==> src/rtl/button_debounce_long_press_events_defines.svh <==
// Assertion macros for the button debounce block.
`ifndef BUTTON_DEBOUNCE_LONG_PRESS_EVENTS_DEFINES_SVH
`define BUTTON_DEBOUNCE_LONG_PRESS_EVENTS_DEFINES_SVH

`ifndef SYNTH
`define BDLP_ASSERT_IMPLIES(label, clk, rst, ante, cons) \
   label: assert property (@(posedge clk) disable iff (rst) (ante) |-> (cons)) \
      else $error("assertion failed");
`define BDLP_ASSERT_NEXT(label, clk, rst, ante, cons) \
   label: assert property (@(posedge clk) disable iff (rst) (ante) |=> (cons)) \
      else $error("assertion failed");
`else
`define BDLP_ASSERT_IMPLIES(label, clk, rst, ante, cons)
`define BDLP_ASSERT_NEXT(label, clk, rst, ante, cons)
`endif

`endif

==> src/rtl/bdlp_pkg.sv <==
// Types and constants for the button debounce block.
package bdlp_pkg;

   localparam int unsigned TimeWidth  = 32;
   localparam int unsigned MsWidth    = 16;
   localparam int unsigned CsrIdxWidth = 2;

   typedef enum logic [2:0] {
      EV_NONE     = 3'd0,
      EV_PRESSED  = 3'd1,
      EV_RELEASED = 3'd2,
      EV_SHORT    = 3'd3,
      EV_LONG     = 3'd4,
      EV_MODE_ON  = 3'd5,
      EV_MODE_OFF = 3'd6
   } event_type;

   typedef enum logic [CsrIdxWidth-1:0] {
      CSR_BUTTON_ENABLE = 2'd0,
      CSR_ACTIVE_LOW    = 2'd1,
      CSR_DEBOUNCE_MS   = 2'd2,
      CSR_LONG_PRESS_MS = 2'd3
   } csr_index_type;

   localparam logic               ResetButtonEnable = 1'b1;
   localparam logic               ResetActiveLow    = 1'b1;
   localparam logic [MsWidth-1:0] ResetDebounceMs   = 16'd20;
   localparam logic [MsWidth-1:0] ResetLongPressMs  = 16'd1000;

endpackage

==> src/rtl/button_debounce_long_press_events.sv <==
// Button debouncer with press, release, long-press and analog-mode events.
// Each request word is one update: millisecond time, raw pin level, analog-mode bit
// and a consume flag. The pin level is debounced against debounce_ms, a held press
// raises one long-press event after long_press_ms, and a change of the mode bit raises
// a mode on or mode off event. A single event register keeps the first unread event
// until a word with consume_event set clears it after reporting. Every request word
// yields one response word carrying the pending event and the debounced state. The
// whole update runs combinationally from the accepted word into the state and response
// registers, so a word is taken every cycle; the response register only stalls the
// request side while a response is held by rsp_ready.
module button_debounce_long_press_events (
   input  logic                                 clock,
   input  logic                                 reset,
   input  logic                                 req_valid,
   output logic                                 req_ready,
   input  logic [bdlp_pkg::TimeWidth-1:0]       req_now_ms,
   input  logic                                 req_pin_level,
   input  logic                                 req_analog_mode,
   input  logic                                 req_consume_event,
   output logic                                 rsp_valid,
   input  logic                                 rsp_ready,
   output logic [2:0]                           rsp_pending_event,
   output logic                                 rsp_button_pressed,
   input  logic                                 csr_valid,
   output logic                                 csr_ready,
   input  logic [bdlp_pkg::CsrIdxWidth-1:0]     csr_index,
   input  logic [bdlp_pkg::MsWidth-1:0]         csr_data
);

`include "button_debounce_long_press_events_defines.svh"

   logic                              button_enable_ff;
   logic                              active_low_ff;
   logic [bdlp_pkg::MsWidth-1:0]      debounce_ms_ff;
   logic [bdlp_pkg::MsWidth-1:0]      long_press_ms_ff;

   logic                              raw_seen_ff, raw_seen_in;
   logic [bdlp_pkg::TimeWidth-1:0]    changed_time_ff, changed_time_in;
   logic                              stable_pressed_ff, stable_pressed_in;
   logic [bdlp_pkg::TimeWidth-1:0]    press_time_ff, press_time_in;
   logic                              long_sent_ff, long_sent_in;
   logic                              last_mode_ff, last_mode_in;
   bdlp_pkg::event_type               event_ff, event_in;

   logic                              rsp_valid_ff, rsp_valid_in;
   bdlp_pkg::event_type               rsp_event_ff, rsp_event_in;
   logic                              rsp_pressed_ff, rsp_pressed_in;

   logic                              req_fire;
   logic                              raw;
   logic                              raw_change;
   logic [bdlp_pkg::TimeWidth-1:0]    since_change;
   logic [bdlp_pkg::TimeWidth-1:0]    since_press;
   logic                              debounce_done;
   logic                              accept_level;
   logic                              long_hit;
   bdlp_pkg::event_type               ev;

   assign req_ready = !rsp_valid_ff || rsp_ready;
   assign req_fire  = req_valid && req_ready;
   assign csr_ready = 1'b1;

   always_ff @(posedge clock) begin
      if (reset) begin
         button_enable_ff <= bdlp_pkg::ResetButtonEnable;
         active_low_ff    <= bdlp_pkg::ResetActiveLow;
         debounce_ms_ff   <= bdlp_pkg::ResetDebounceMs;
         long_press_ms_ff <= bdlp_pkg::ResetLongPressMs;
      end else if (csr_valid) begin
         case (bdlp_pkg::csr_index_type'(csr_index))
            bdlp_pkg::CSR_BUTTON_ENABLE: button_enable_ff <= csr_data[0];
            bdlp_pkg::CSR_ACTIVE_LOW:    active_low_ff    <= csr_data[0];
            bdlp_pkg::CSR_DEBOUNCE_MS:   debounce_ms_ff   <= csr_data;
            bdlp_pkg::CSR_LONG_PRESS_MS: long_press_ms_ff <= csr_data;
            default: ;
         endcase
      end
   end

   // elapsed times; a fresh change or fresh press means zero elapsed
   assign raw          = active_low_ff ? !req_pin_level : req_pin_level;
   assign raw_change   = raw != raw_seen_ff;
   assign since_change = req_now_ms - changed_time_ff;
   assign since_press  = req_now_ms - press_time_ff;
   assign debounce_done = raw_change ? (debounce_ms_ff == '0)
                                     : (since_change >= {16'd0, debounce_ms_ff});
   assign accept_level = button_enable_ff && debounce_done && (stable_pressed_ff != raw);
   assign long_hit = button_enable_ff && (accept_level
                     ? (raw && (long_press_ms_ff == '0))
                     : (stable_pressed_ff && !long_sent_ff &&
                        (since_press >= {16'd0, long_press_ms_ff})));

   always_comb begin
      raw_seen_in       = raw_seen_ff;
      changed_time_in   = changed_time_ff;
      stable_pressed_in = stable_pressed_ff;
      press_time_in     = press_time_ff;
      long_sent_in      = long_sent_ff;
      last_mode_in      = last_mode_ff;
      ev                = event_ff;
      if (button_enable_ff && raw_change) begin
         raw_seen_in     = raw;
         changed_time_in = req_now_ms;
      end
      if (accept_level) begin
         stable_pressed_in = raw;
         if (raw) begin
            press_time_in = req_now_ms;
            long_sent_in  = 1'b0;
            if (ev == bdlp_pkg::EV_NONE) ev = bdlp_pkg::EV_PRESSED;
         end else begin
            // short press would follow release and is always dropped
            if (ev == bdlp_pkg::EV_NONE) ev = bdlp_pkg::EV_RELEASED;
         end
      end
      if (long_hit) begin
         long_sent_in = 1'b1;
         if (ev == bdlp_pkg::EV_NONE) ev = bdlp_pkg::EV_LONG;
      end
      if (req_analog_mode != last_mode_ff) begin
         last_mode_in = req_analog_mode;
         if (ev == bdlp_pkg::EV_NONE)
            ev = req_analog_mode ? bdlp_pkg::EV_MODE_ON : bdlp_pkg::EV_MODE_OFF;
      end
      event_in = req_consume_event ? bdlp_pkg::EV_NONE : ev;
   end

   always_comb begin
      rsp_event_in   = rsp_event_ff;
      rsp_pressed_in = rsp_pressed_ff;
      rsp_valid_in   = rsp_valid_ff && !rsp_ready;
      if (req_fire) begin
         rsp_valid_in   = 1'b1;
         rsp_event_in   = ev;
         rsp_pressed_in = stable_pressed_in;
      end
   end

   always_ff @(posedge clock) begin
      if (reset) begin
         raw_seen_ff       <= 1'b0;
         changed_time_ff   <= '0;
         stable_pressed_ff <= 1'b0;
         press_time_ff     <= '0;
         long_sent_ff      <= 1'b0;
         last_mode_ff      <= 1'b0;
         event_ff          <= bdlp_pkg::EV_NONE;
         rsp_valid_ff      <= 1'b0;
      end else begin
         if (req_fire) begin
            raw_seen_ff       <= raw_seen_in;
            changed_time_ff   <= changed_time_in;
            stable_pressed_ff <= stable_pressed_in;
            press_time_ff     <= press_time_in;
            long_sent_ff      <= long_sent_in;
            last_mode_ff      <= last_mode_in;
            event_ff          <= event_in;
         end
         rsp_valid_ff <= rsp_valid_in;
      end
   end

   always_ff @(posedge clock) begin
      rsp_event_ff   <= rsp_event_in;
      rsp_pressed_ff <= rsp_pressed_in;
   end

   assign rsp_valid          = rsp_valid_ff;
   assign rsp_pending_event  = rsp_event_ff;
   assign rsp_button_pressed = rsp_pressed_ff;

   `BDLP_ASSERT_NEXT(a_fire_gives_rsp, clock, reset, req_fire, rsp_valid_ff)
   `BDLP_ASSERT_NEXT(a_rsp_state_match, clock, reset, req_fire,
                     rsp_pressed_ff == stable_pressed_ff)
   `BDLP_ASSERT_IMPLIES(a_no_short_kept, clock, reset, 1'b1,
                        event_ff != bdlp_pkg::EV_SHORT)
   `BDLP_ASSERT_NEXT(a_event_sticky, clock, reset,
                     req_fire && !req_consume_event && event_ff != bdlp_pkg::EV_NONE,
                     event_ff == $past(event_ff))
   `BDLP_ASSERT_NEXT(a_disabled_frozen, clock, reset, req_fire && !button_enable_ff,
                     stable_pressed_ff == $past(stable_pressed_ff))

endmodule
==> config.mk <==
export PLATFORM = sky130hd
export DESIGN_NAME = button_debounce_long_press_events
export DESIGN_NICKNAME = d
export VERILOG_FILES = /design/src/rtl/bdlp_pkg.sv /design/src/rtl/button_debounce_long_press_events.sv
export VERILOG_INCLUDE_DIRS = /design/src /design/src/rtl
export SDC_FILE = /design/constraint.sdc
export NUM_CORES = 1
export LEC_CHECK = 0
export BUFFER_PORTS_ARGS = -buffer_cell sky130_fd_sc_hd__buf_2
export CAP_MARGIN = 20
export CELL_PAD_IN_SITES_DETAIL_PLACEMENT = 0
export CELL_PAD_IN_SITES_GLOBAL_PLACEMENT = 1
export CORE_UTILIZATION = 36
export CTS_CLUSTER_SIZE = 8
export DETAILED_ROUTE_END_ITERATION = 10
export PLACE_DENSITY_LB_ADDON = 0.12
export RECOVER_POWER = 25
export SYNTH_ARGS = -nofsm -noshare
export SYNTH_HDL_FRONTEND = slang
export SYNTH_SLANG_ARGS = --single-unit
==> constraint.sdc <==
create_clock -name clock -period 8 [get_ports clock]
set_clock_uncertainty 0.2 [all_clocks]
set_input_delay 0.4 -clock clock [delete_from_list [all_inputs] [get_ports clock]]
set_output_delay 0.4 -clock clock [all_outputs]
set_load 0.005 [all_outputs]
==> Word level (Yosys, flattened, before mapping) <==
Index checks and enable logic that the tools add are counted.
{ "word_totals": {"ff_bits": 110, "input_bits": 58, "wordCells": 72} }
{ "op_classes": {"addsub": 2, "order_cmp": 2, "n_eq_ne": 6, "n_mux": 18, "n_reduce_logical": 30} }
{ "op_table": {"columns": ["op", "n"], "rows": [
  ["greater-or-equal comparator 32 x 16 -> 1 bit", 2],
  ["subtractor 32 bit", 2],
  ["zero test 16 bit", 2],
  ["2-to-1 mux 3 bit", 9],
  ["AND reduction 2 bit", 6],
  ["logical AND 1 bit", 9],
  ["zero test 3 bit", 3],
  ["2-to-1 mux 1 bit", 8],
  ["AND reduction 3 bit", 2],
  ["equality test 2 bit (second input constant)", 2],
  ["zero test 1 bit", 4],
  ["nonzero test 2 bit", 2],
  ["inequality test 1 bit", 3],
  ["equality test 2 x 1 -> 1 bit (second input constant)", 1],
  ["zero test 2 bit", 1],
  ["2-to-1 mux 2 bit", 1],
  ["logical OR 1 bit", 1]
]} }

==> Depth between registers and ports, before layout <==
{ "logic_depth": {"ltp_word": 14, "ltp_mapped": 21, "mapped_depth_nobuf": 21} }

==> Least setup slack after synthesis <==
No wires, ideal clock.
{ "synth_path": {"path_kind": "input port to flip-flop", "startpoint": "in req_now_ms[8] in the netlist's numbering", "endpoint": "reg event_ff[0]", "arrival_ns": 4.725, "required_time_ns": 7.725, "path_slack_ns": 2.999, "cell_stages": 18, "n_path_buf": 0, "cell_sequence": "ha_1 a21oi_1 o21ai_0 a211oi_1 o21ai_0 xor2_1 ha_1 a21o_1 a21o_1 a22o_1 nor4_1 o2111ai_1 a311o_1 or4_4 nor4_4 o31ai_1 or4_1 o22ai_1"} }
{ "synth_via": {"elab_chain_cells": 13, "word_cells_on_any_way": 18, "cone_classes": "add/sub: 2; order compare: 2; mux: 8; reduce/logical: 6"} }
{ "synth_lines": {"columns": ["element", "line_no", "text"], "rows": [
  ["from (decl)", "button_debounce_long_press_events.sv:16", "input logic [bdlp_pkg::TimeWidth-1:0] req_now_ms,"],
  ["subtractor 32 bit", "button_debounce_long_press_events.sv:83", "assign since_change = req_now_ms - changed_time_ff;"],
  ["greater-or-equal comparator 32 x 16 -> 1 bit", "button_debounce_long_press_events.sv:86", ": (since_change >= {16'd0, debounce_ms_ff});"],
  ["2-to-1 mux 1 bit", "button_debounce_long_press_events.sv:85", "assign debounce_done = raw_change ? (debounce_ms_ff == '0)"],
  ["logical AND 1 bit (2 in series)", "button_debounce_long_press_events.sv:87", "assign accept_level = button_enable_ff && debounce_done && (stable_pressed_ff != raw);"],
  ["2-to-1 mux 3 bit", "button_debounce_long_press_events.sv:105", "if (accept_level) begin"],
  ["zero test 3 bit", "button_debounce_long_press_events.sv:118", "if (ev == bdlp_pkg::EV_NONE) ev = bdlp_pkg::EV_LONG;"],
  ["2-to-1 mux 3 bit", "button_debounce_long_press_events.sv:118", null],
  ["2-to-1 mux 3 bit (*)", "button_debounce_long_press_events.sv:116", "if (long_hit) begin"],
  ["zero test 3 bit", "button_debounce_long_press_events.sv:122", "if (ev == bdlp_pkg::EV_NONE)"],
  ["2-to-1 mux 3 bit", "button_debounce_long_press_events.sv:122", null],
  ["2-to-1 mux 3 bit (*)", "button_debounce_long_press_events.sv:120", "if (req_analog_mode != last_mode_ff) begin"],
  ["2-to-1 mux 3 bit (*)", "button_debounce_long_press_events.sv:125", "event_in = req_consume_event ? bdlp_pkg::EV_NONE : ev;"],
  ["to (signal assigned)", "button_debounce_long_press_events.sv:147", "event_ff <= bdlp_pkg::EV_NONE;"],
  ["to (signal assigned)", "button_debounce_long_press_events.sv:157", "event_ff <= event_in;"],
  ["to (decl)", "button_debounce_long_press_events.sv:43", "bdlp_pkg::event_type event_ff, event_in;"]
]} }
Mark *: on every way between the ends. The rest lies on a longest branch, timed or not.
A chain may end at the register's enable or synchronous reset.

==> Final worst setup path <==
{ "layout_path": {"startpoint": "reg changed_time_ff[2] in the netlist's numbering", "endpoint": "reg rsp_event_ff[0], in the netlist rsp_pending_event[0] (data pin)"} }
{ "layout_via": {"elab_chain_cells": 12, "word_cells_on_any_way": 14, "cone_classes": "add/sub: 1; order compare: 1; mux: 7; reduce/logical: 5"} }
{ "layout_lines": {"columns": ["element", "line_no", "text"], "rows": [
  ["from (decl)", "button_debounce_long_press_events.sv:38", "logic [bdlp_pkg::TimeWidth-1:0] changed_time_ff, changed_time_in;"],
  ["from (signal assigned)", "button_debounce_long_press_events.sv:152", "changed_time_ff <= changed_time_in;"],
  ["subtractor 32 bit (*)", "button_debounce_long_press_events.sv:83", null],
  ["greater-or-equal comparator 32 x 16 -> 1 bit (*)", "button_debounce_long_press_events.sv:86", null],
  ["2-to-1 mux 1 bit (*)", "button_debounce_long_press_events.sv:85", null],
  ["logical AND 1 bit (*) (2 in series)", "button_debounce_long_press_events.sv:87", null],
  ["2-to-1 mux 3 bit", "button_debounce_long_press_events.sv:105", null],
  ["zero test 3 bit", "button_debounce_long_press_events.sv:118", null],
  ["2-to-1 mux 3 bit", "button_debounce_long_press_events.sv:118", null],
  ["2-to-1 mux 3 bit (*)", "button_debounce_long_press_events.sv:116", null],
  ["zero test 3 bit", "button_debounce_long_press_events.sv:122", null],
  ["2-to-1 mux 3 bit", "button_debounce_long_press_events.sv:122", null],
  ["2-to-1 mux 3 bit (*)", "button_debounce_long_press_events.sv:120", null],
  ["named net ev[0]", "button_debounce_long_press_events.sv:57", "bdlp_pkg::event_type ev;"],
  ["to (signal assigned)", "button_debounce_long_press_events.sv:164", "rsp_event_ff <= rsp_event_in;"],
  ["to (decl)", "button_debounce_long_press_events.sv:46", "bdlp_pkg::event_type rsp_event_ff, rsp_event_in;"]
]} }
The timed path passes the listed nets; every way through them passes the cells marked *.

==> results.ini <==
[synthesis]
synth_area_leader = sky130_fd_sc_hd__dfxtp_1
synthDominantCellAreaShare = 0.234
synthFlopType = sky130_fd_sc_hd__dfxtp_1
yosys.area_share.simple = 0.216
yosys-top-cells-area = sky130_fd_sc_hd__dfxtp_1 (23%), sky130_fd_sc_hd__ha_1 (13%), sky130_fd_sc_hd__a21oi_1 (9.0%)
syn_nets = 1417
synth-async-reset-ratio = 0
synth.yosys.seq_area_share = 0.247
main_combinational_cell_family_by_area_after_synthesis = compound AO/OA/AOI/OAI gates
synth_cell_type_count = 72
synth_adder_area_share = 0.134
number_of_enable_type_register_cells_in_the_synthesized_netlist = 4
number_of_cells_produced_by_synthesis = 1263
synth_mux_area_frac = 0.0110
ys_warns = 0
mapped_avg_cell_area_um2 = 7.19
netlist_area_um2 = 9090
synth_register_bits = 110
compound_cell_area_share_of_the_yosys_netlist = 0.272
synth_xor_xnor_area_share = 0.0454

[critical_path]
r2r_end = rsp_pending_event[0]
worstSetupPathDepth = 19
endpoint = rsp_pending_event[0]
cp.required_ns = 7.90
worstSetupPathType = flip-flop to flip-flop
worstPathMaxFanout = 7
timing.reg2reg.worst_path_depth = 19
reg2reg_setup_slack_ns = 1.98
cpLargestDelayFamily = compound AO/OA/AOI/OAI gates
cp_cell_sequence = inv_1, ha_1, o211ai_1, a21oi_1, o21ai_0, o21ai_0, xor2_1, ha_1, a21o_1, a21o_1, a22o_1, nor4_1, o2111ai_1, a311o_1, or4_4, nor4_4, nor2_1, a22oi_2, o41ai_1
worstPathBufferInverterCount = 1
critical_path.startpoint_type = flip-flop
crit_slowest_cell = sky130_fd_sc_hd__o21ai_0
max_stage_delay_ns = 0.62
critPathArrivalTime_ns = 5.92
launch_point_of_the_worst_reg_to_reg_path = changed_time_ff[2]
crit_path_end_kind = flip-flop
startpoint = changed_time_ff[2]

[outcome]
violations_in_the_final_reports = capacitance limit, slew limit
outcome = complete, but fails checks

[clocking]
tritoncts = built
cts-buffers-inserted = 9
cts.sinks = 110
clock_path_buffers = 2
path_clk_slew_ns = 0.09
cts_resized = 0
cts.htree.levels = 3
clock-root-buffer = sky130_fd_sc_hd__clkbuf_16
clk_latency_ns = 0.37
cts_setup_buffers = 0
cts_hold_repair.buffers = 0

[floorplan]
die_h_um = 161
fp.dieArea_um2 = 25900
start_util = 0.370
io-pin-count = 65
row_count = 57
core_area_um2 = 24500
die_width_um = 161

[final_layout]
filler_cell_count = 2654
layout.area.seq_um2 = 2240
synthToLayoutAreaGrowth_pct = 9.07
final_layout_size_suffix_gt1_frac = 0.0763
multiInputGateArea_um2 = 6180
layout.nets = 1434
antenna-diode-count = 0

[global_routing]
grt_pass1_wl_um = 46400
grt_antenna_before_repair = 0
grt_max_degree = 94
globalRoute.totalOverflow = 0
vias_in_the_first_global_route = 8505
grtUsageTotal = 0.227

[routing]
detail_route.wl_per_cell_um = 18.1
drt-initial-drc-count = 825
vias_per_cell = 5.57
firstDrtPassIters = 5
num_vias = 8970
postRouteWirelength_um = 29200
remaining_routing_drc_violations = 0
antenna_violating_nets_post_route = 0

[power_and_ir_drop]
power.leakage_uw = 0.00368
cellPowerDensity_nw_per_um2 = 171
vdd_ir_drop_max_mv = 0.0862

[sta]
fin_setup_tns_ns = 0
timing.max_slew.rel_slack = -2.00
timing_hold_violations_final = 0
post-route-min-period_ns = 6.02
setup_repair_after_global_routing_missed_its_margin = false
setup_viol_count_final = 0
finalMaxSlewViolations = 94
worst_margin_slew_ns = 4.50
worst_slack_ns = 1.98
maxClockFrequency_mhz = 166
min_period_over_period = 0.752

[placement]
post-place-ws_ns = 1.42
globalplace.congestion = 0.931
dpl.hpwl_um = 22800
io_buffer_count = 63

[job]
drv_cap = 1

[hold_path]
worst_hold_path_type = input pin to flip-flop

[cell usage after synthesis, types with 17 or more instances]
cell type,count
sky130_fd_sc_hd__nand2_1,199
sky130_fd_sc_hd__a21oi_1,164
sky130_fd_sc_hd__inv_1,114
sky130_fd_sc_hd__dfxtp_1,106
sky130_fd_sc_hd__ha_1,94
sky130_fd_sc_hd__o21ai_0,80
sky130_fd_sc_hd__clkbuf_1,58
sky130_fd_sc_hd__nor2_1,56
sky130_fd_sc_hd__nand3_1,53
sky130_fd_sc_hd__xnor2_1,30
sky130_fd_sc_hd__nand4_1,28
sky130_fd_sc_hd__o211ai_1,19
sky130_fd_sc_hd__a21o_1,17
[metrics by stage]
| stage | cells | hold slack (ns) | util | area [um2] | power [uW] |
|---|---|---|---|---|---|
| after floorplan | 1263 | 0.236 | - | 9090 | 1060 |
| after global placement | 1591 | 0.242 | 0.392 | 9610 | 1250 |
| after detailed placement | 1591 | 0.247 | 0.392 | 9610 | 1250 |
| after CTS | 1607 | 0.0736 | 0.403 | 9890 | 1700 |
| after global routing | 1609 | 0.0875 | 0.404 | 9910 | 1800 |
| final | 1609 | 0.0800 | 0.404 | 9910 | 1690 |
[cells in the final DEF, fill, tap and decap left out, types with 15 or more instances in the layout]
cell type                  Yosys  layout
sky130_fd_sc_hd__o211ai_1     19      19
sky130_fd_sc_hd__nand4_1      28      28
sky130_fd_sc_hd__nor2_1       56      55
sky130_fd_sc_hd__nor4_1       15      15
sky130_fd_sc_hd__inv_1       114     114
sky130_fd_sc_hd__buf_2         1      61
sky130_fd_sc_hd__a21o_1       17      17
sky130_fd_sc_hd__nand3_1      53      52
sky130_fd_sc_hd__ha_1         94      94
sky130_fd_sc_hd__xnor2_1      30      30
sky130_fd_sc_hd__dfxtp_1     106     106
sky130_fd_sc_hd__a21oi_1     164     164
sky130_fd_sc_hd__nand2_1     199     199
sky130_fd_sc_hd__o21ai_0      80      80
[power by group]
part / internal (uW) / switching, uW
Combinational: 240 / 402
Sequential: 583 / 19.0
Clock: 217 / 232
Total: 1040 / 653
[worst register-to-register path, delay by kind of cell, from the launching register on]
| kind | cells | cell delay, ns |
|---|---|---|
| xor gates and xnor gates | 1 | 0.18 |
| adders and majority gates | 2 | 0.69 |
| buffers and inverters | 1 | 0.05 |
| AOI/OAI and AO/OA | 11 | 2.85 |
| and+or+nand+nor | 4 | 1.45 |
| DFF | 1 | 0.34 |
[area by class of cell]
cell class / instances / share of cell area
flip-flops and latches: 110 / 0.226
repair buffers: 69 / 0.0374
clock buffers: 9 / 0.0227
well taps: 324 / 0.0409
inverters: 115 / 0.0436
clock inverters: 7 / 0.00543
multi-input cells: 975 / 0.624
[registers in the layout (all words and copies together) (netlist names), 3 cells and up]
register and flops:
changed_time_ff 32, debounce_ms_ff 16, event_ff 3, long_press_ms_ff 16, press_time_ff 32, rsp_pending_event 3
[worst min path at each step]
stage                              startpoint  slack, ns                   to  cells after the start
after CTS                           req_valid       0.07            rsp_valid                      3
final                               req_valid       0.08            rsp_valid                      3
after global placement    changed_time_ff[28]       0.24  changed_time_ff[28]                      2
after floorplan           changed_time_ff[10]       0.24  changed_time_ff[10]                      2
after global routing                req_valid       0.09            rsp_valid                      3
after detailed placement  changed_time_ff[19]       0.25  changed_time_ff[19]                      2
[per-layer routing]
layer | up-vias | part of all wire | global-route usage
met2 | 205 | 0.43 | 0.346
li1 | 4527 | - | -
met4 | 0 | 0.026 | 0.0738
met1 | 4203 | 0.50 | 0.330
met3 | 35 | 0.041 | 0.0245
met5 | - | 0 | 0
[logic make-up (layout without fill, tap and decap cells)]
family	count (synthesis)	count (layout)
and+or+nand+nor	423	423
AOI/OAI and AO/OA	400	400
buffers and inverters	178	200
DFF	110	110
adders and majority gates	96	96
xor gates and xnor gates	45	45
muxes	10	10
other	1	1
No activity file was read; power rests on OpenSTA's default activity.
